<file path="src/rtl/core/mbss_pkg.sv">
// Shared types and constants for the masked byte signature scan unit.
// Used by every module under rtl/core; depends on nothing else.
`default_nettype none

package mbss_pkg;

  // Default signature depth.
  localparam int MAX_PATTERN_BYTES_DEF = 128;

  // Fixed field widths of the input, result and configuration words.
  localparam int ACTION_W = 2;
  localparam int INDEX_W  = 7;
  localparam int BYTE_W   = 8;
  localparam int STATUS_W = 2;
  localparam int ADDR_W   = 32;
  localparam int CFG_IDX_W  = 2;
  localparam int CFG_DATA_W = 32;
  localparam int PLEN_W   = 8;

  // Action codes of an input word.
  localparam logic [ACTION_W-1:0] ACT_LOAD  = 2'd0;
  localparam logic [ACTION_W-1:0] ACT_START = 2'd1;
  localparam logic [ACTION_W-1:0] ACT_SCAN  = 2'd2;

  // Status codes of a result word.
  localparam logic [STATUS_W-1:0] ST_NONE     = 2'd0;
  localparam logic [STATUS_W-1:0] ST_MATCH    = 2'd1;
  localparam logic [STATUS_W-1:0] ST_NOTFOUND = 2'd2;
  localparam logic [STATUS_W-1:0] ST_ACK      = 2'd3;

  // Configuration register indexes.
  localparam logic [CFG_IDX_W-1:0] CFG_PATTERN_LENGTH = 2'd0;
  localparam logic [CFG_IDX_W-1:0] CFG_BASE_ADDRESS   = 2'd1;
  localparam logic [CFG_IDX_W-1:0] CFG_RESULT_OFFSET  = 2'd2;

  // Signature entry write command.
  typedef struct packed {
    logic               wr_en;
    logic [INDEX_W-1:0] idx;
    logic [BYTE_W-1:0]  sig_byte;
    logic               care;
  } load_cmd_t;

endpackage

`default_nettype wire

</file>
<file path="src/rtl/core/mbss_match.sv">
// Signature and care flag storage with one compare lane per position.
// Depends on mbss_pkg.
`default_nettype none

module mbss_match #(
  parameter int MAX_BYTES = mbss_pkg::MAX_PATTERN_BYTES_DEF,
  parameter int LW        = $clog2(MAX_BYTES + 1)
) (
  input  wire logic                                  clk,
  input  wire mbss_pkg::load_cmd_t                   load_cmd,
  input  wire logic [MAX_BYTES-1:0][mbss_pkg::BYTE_W-1:0] aligned,
  input  wire logic [LW-1:0]                         len,
  output logic                                       hit
);
  import mbss_pkg::*;

  // Store entries are written before use, so they carry no reset.
  logic [MAX_BYTES-1:0][BYTE_W-1:0] sig;
  logic [MAX_BYTES-1:0]             care;
  logic [MAX_BYTES-1:0]             lane_ok;

  genvar gj;
  generate
    for (gj = 0; gj < MAX_BYTES; gj++) begin : g_lane
      // Each entry decodes its own write; indexes beyond the depth hit none.
      always_ff @(posedge clk) begin
        if (load_cmd.wr_en && (32'(load_cmd.idx) == gj)) begin
          sig[gj]  <= load_cmd.sig_byte;
          care[gj] <= load_cmd.care;
        end
      end

      // A lane passes when it is past the length, a wildcard, or equal.
      assign lane_ok[gj] = (32'(len) <= gj) || !care[gj] || (sig[gj] == aligned[gj]);
    end
  endgenerate

  assign hit = &lane_ok;

endmodule

`default_nettype wire

</file>
<file path="config.mk">
export PLATFORM = sky130hd
export DESIGN_NAME = mbss_match
export DESIGN_NICKNAME = d
export VERILOG_FILES = /design/src/rtl/core/mbss_pkg.sv /design/src/rtl/core/mbss_match.sv
export SDC_FILE = /design/constraint.sdc
export NUM_CORES = 2
export LEC_CHECK = 0
export BUFFER_PORTS_ARGS = -buffer_cell sky130_fd_sc_hd__buf_2
export CORE_AREA = 2 2 411 413
export CTS_BUF_LIST = sky130_fd_sc_hd__clkbuf_8
export CTS_CLUSTER_SIZE = 14
export DETAILED_ROUTE_END_ITERATION = 6
export DIE_AREA = 0 0 413 415
export SYNTH_ARGS = -nofsm -noshare
export SYNTH_HDL_FRONTEND = slang
export SYNTH_SLANG_ARGS = --single-unit
export TNS_END_PERCENT = 10
</file>
<file path="constraint.sdc">
create_clock -name clk -period 2.38 [get_ports clk]
set_input_delay 0.119 -clock clk [delete_from_list [all_inputs] [get_ports clk]]
set_output_delay 0.119 -clock clk [all_outputs]
set_load 0.01 [all_outputs]
</file>
* Word-level counts from Yosys, hierarchy flattened
Index checks and enable logic that the tools add are counted.
** Operators by class
- Eq/ne operators :: 255
- Magnitude comparators :: 128
- Reductions and logical operators :: 514
** Operators with widths (number)
- 8-bit == test :: 128
- 8-bit by 7-bit <= comparator with 1-bit output (second input constant) :: 64
- 7-bit == test (second input constant) :: 64
- 8-bit by 6-bit <= comparator with 1-bit output (second input constant) :: 32
- 1-bit logical OR :: 256
- 7-bit by 6-bit == test with 1-bit output (second input constant) :: 32
- 8-bit by 5-bit <= comparator with 1-bit output (second input constant) :: 16
- 1-bit logical AND :: 128
- 1-bit logical NOT :: 128
- 128-bit AND reduction :: 1
- 7-bit by 5-bit == test with 1-bit output (second input constant) :: 16
- 8-bit by 4-bit <= comparator with 1-bit output (second input constant) :: 8
- 7-bit by 4-bit == test with 1-bit output (second input constant) :: 8
- 8-bit by 3-bit <= comparator with 1-bit output (second input constant) :: 4
- 7-bit by 3-bit == test with 1-bit output (second input constant) :: 4
- 8-bit by 1-bit <= comparator with 1-bit output (second input constant) :: 2
- 8-bit by 2-bit <= comparator with 1-bit output (second input constant) :: 2
- 7-bit by 2-bit == test with 1-bit output (second input constant) :: 2
- 7-bit by 1-bit == test with 1-bit output (second input constant) :: 1
- 7-bit logical NOT :: 1
** Storage, ports and cells
- Input port bits :: 1050
- Output and inout port bits :: 1
- Flip-flop bits (word level) :: 1152

* Longest topological paths before layout
- Word-level depth :: 4
- Depth in mapped cells :: 11
- Gate-level depth less buffers :: 8

* Least setup slack after synthesis
Ideal clock, no wire load.
- Path type :: input-to-output
- From :: input port len[3]
- To :: output port hit
- Path buffers :: 1
- Stages :: 9
- Required time :: 2.261 ns
- Path slack :: 0.051 ns
- Arrival :: 2.210 ns
- Cell sequence :: buf_2 -> or4b_1 -> o2bb2ai_1 -> a211oi_1 -> a2111oi_2 -> nand4b_1 -> nor4_1 -> nand4_1 -> nor4_2
** Between the ends
- Longest elaborated chain between the ends :: 4
- Elaborated cells on any way between the ends :: 385
- Classes of those cells :: order compare: 128; reduce/logical: 257
** Ends and longest elaborated chain
- start, declared :: line mbss_match.sv:12 : input wire logic [LW-1:0] len,
- 8-bit by 1-bit <= comparator with 1-bit output, or another cell as far along :: line mbss_match.sv:34 : assign lane_ok[gj] = (32'(len) <= gj) || !care[gj] || (sig[gj] == aligned[gj]);
- 1-bit logical OR (2 in a row) :: line mbss_match.sv:34
- 128-bit AND reduction * :: line mbss_match.sv:38 : assign hit = &lane_ok;
- end, declared :: line mbss_match.sv:13 : output logic hit
Every way passes the cells marked *; elsewhere a longest branch is shown, timed or not.

* Worst setup path after layout
- From :: register sig[10] (netlist bit)
- To :: output port hit
** Between the ends
- Longest elaborated chain between the ends :: 3
** Ends and longest elaborated chain
- start, declared :: line mbss_match.sv:18 : logic [MAX_BYTES-1:0][BYTE_W-1:0] sig;
- start signal, assigned by index :: line mbss_match.sv:28 : sig[gj] <= load_cmd.sig_byte;
- 8-bit == test :: line mbss_match.sv:34
- 1-bit logical OR :: line mbss_match.sv:34
- 128-bit AND reduction :: line mbss_match.sv:38
No other way between the ends.

==> metrics.yaml <==
placed_area_mm2: 0.0607
num-nets-final: 5881
p_leak_uw: 0.0234
tightest_slew_ns: 0.839
crit_path_start_kind: "register"
critPathKind: "register to primary output"
cp.depth: 10
die_h_um: 415
fillers: 15900
dieArea_mm2: 0.171
ir_worst_vdd_uv: 534
hold-path-cell-count: 2
clock-sinks: 1152
slew_viol_final: 0
netlist_instances: 3100
vias: 34000
min_from: "load_cmd[6]"
syn_avg_cell_area_um2: 15.7
seq_area_frac_synth_pct: 71.0
crit_family: "simple AND/OR/NAND/NOR gates"
synth_top_cell_area_share_pct: 71.0
post_drt_via_cell_ratio: 4.68
maxCapViolCount: 0
gr-total-overflow: 0
hold-path-endpoint: "sig[525]"
fin_total_pwr_uw: 43600
worst-path-max-fanout: 2
drive_above_1_share_pct: 37.0
crit_slowest_cell: "nor4_1"
cpPeakStageDelay_ns: 0.62
remaining_drc_errors: 0
violations: "negative setup slack"
fp.dieW_um: 413
synth_top_flop_cell: "edfxtp_1"
crit_path_end_kind: "primary output"
synthToLayoutAreaGrowth_pct: 33.7
dp_hpwl_mm: 166
coreArea_mm2: 0.167
drt_iter0_markers: 2554
drt-total-wl_mm: 213
crit_buf_inv: 2
synth-seq-cells: 1152
hold_viol_final: 0
cts_buffer_depth: 3
period_share_pct: 174
cts_buffers: 197
postRouteAntennaNets: 0
final_common_cell: "edfxtp_1"
cts-root-buf: "clkbuf_8"
dr.pass1.iters: 6
synth.distinct_cells: 57
yosysTopAreaCell: "edfxtp_1"
final_cell_mix: "edfxtp_1 (1152), buf_2 (1040), xnor2_1 (600)"
max_slew_margin_pct: 43.6
syn_area_mm2: 0.0487
arrival_ns: 4.01
grt_pass1_vias: 35100
cts_tree: "done"
rows: 150
crit_chain: "xor2_1 -> nor4_1 -> buf_4 -> a21oi_1 -> a21oi_1 -> o22ai_1 -> a221oi_1 -> nand4_1 -> nor4_4 -> buf_2"
synth_warnings: 0
grt_pass1_wl_mm: 282
ctsHtreeMaxLevel: 4
multi_input_area_mm2: 0.0141
track_usage_pct: 24.2
finalSetupViolations: 24
period_minus_slack_ns: 4.13
cpMostUsedCell: "a21oi_1"
clk_pin_slew_ns: 0.07
grt_max_degree: 56
cp.required_ns: 2.26
p_per_area_mw_per_mm2: 670
initial_core_util_pct: 29.2
ys_async_sr_fraction_pct: 0
status: "finished, violations left"
final_core_util_pct: 39.1
synth_edf_count: 1152
hold_class: "input pin to register"
post_drt_wl_per_cell_um: 29.3
fmax_mhz: 242
gp_congestion: 0.986
syn_nets: 4150
port_buffers: 1050
fin_area_mm2: 0.0651
seq_area_mm2: 0.0346
rsz0062_at_grt: "yes"
grt_antenna_before_repair: 148
setup_ws_ns: -1.75
netlist_top_cells_area: "edfxtp_1 (71%), xnor2_1 (11%), xor2_1 (7.6%)"
num_io_pins: 1051
[routing by layer]
layer | part of all wire (%) | up-vias | wire length [um] | global-route usage [%]
li1 | - | 15200 | - | -
met1 | 40 | 16800 | 84800 | 28.8
met2 | 49 | 1439 | 105000 | 41.2
met3 | 6.9 | 444 | 14700 | 6.64
met4 | 3.9 | 94 | 8350 | 9.82
met5 | 0.27 | - | 578 | 0
[area by class of cell]
| cell class | instances | share of cell area [%] |
|---|---|---|
| clock inverter | 161 | 1.61 |
| timing repair buffer | 1580 | 14.8 |
| multi-input combinational | 1894 | 21.7 |
| clock buffer | 198 | 4.19 |
| tap | 2204 | 4.24 |
| antenna | 86 | 0.331 |
| sequential | 1152 | 53.1 |
| inverter | 6 | 0.0346 |
[cell usage after synthesis, drive strengths merged (7+ instances only)]
library cell	number
edfxtp	1152
xnor2	600
xor2	424
nand4	163
nor2	157
nor4	120
nand2	89
o21ai	79
a21oi	66
clkbuf	38
o211ai	28
o221ai	24
nor3	16
o2111ai	15
buf	10
nand3	9
or3	7
[per-stage QoR]
stage	setup TNS, ns	cells	worst slack [ns]	hold slack, ns
floorplan	0	3100	0.0506	0.218
global placement	-1.66	6810	-1.66	0.617
detailed placement	-1.63	6810	-1.63	0.627
CTS	-1.93	7193	-1.93	0.115
global route	-1.94	7266	-1.92	0.135
finish	-2.18	7281	-1.75	0.197
[state kept, by name, indices dropped and copies added (netlist names)]
signal  cells
care      128
sig      1024
[power breakdown]
| part | switching (uW) | leakage [uW] | internal (uW) |
|---|---|---|---|
| Clock | 8690 | 0.00218 | 8860 |
| Sequential | 29.3 | 0.0104 | 22400 |
| Combinational | 2020 | 0.0109 | 1620 |
[worst max path at each step]
| stage | from | endpoint | slack (ns) |
|---|---|---|---|
| 3_5_place_dp | sig[647] | hit | -1.63 |
| 6_report | sig[10] | hit | -1.75 |
| 4_1_cts | sig[99] | hit | -1.93 |
| 2_1_floorplan | len[3] | hit | 0.05 |
| 3_3_place_gp | sig[647] | hit | -1.66 |
| 5_1_grt | sig[100] | hit | -1.92 |
[repair_timing]
item                                     CTS  global route
resized for setup                         19            14
hold endpoints to repair                1512             0
endpoints found under the setup margin     1            68
pin swaps                                  8             1
setup buffers                              0             1
hold buffers                              24             0
cloned                                     0             1
[cell families (layout without fill, tap and decap cells)]
family,after synthesis,in the layout,synth area share (%)
flip-flops,1152,1152,71.0
XOR/XNOR,1024,1024,18.4
AND/OR/NAND/NOR,606,606,6.62
AO/OA/AOI/OAI,264,264,3.48
buffers and inverters,54,1945,0.434
other,0,86,0
Note: power is estimated with default switching activity, not from simulation.
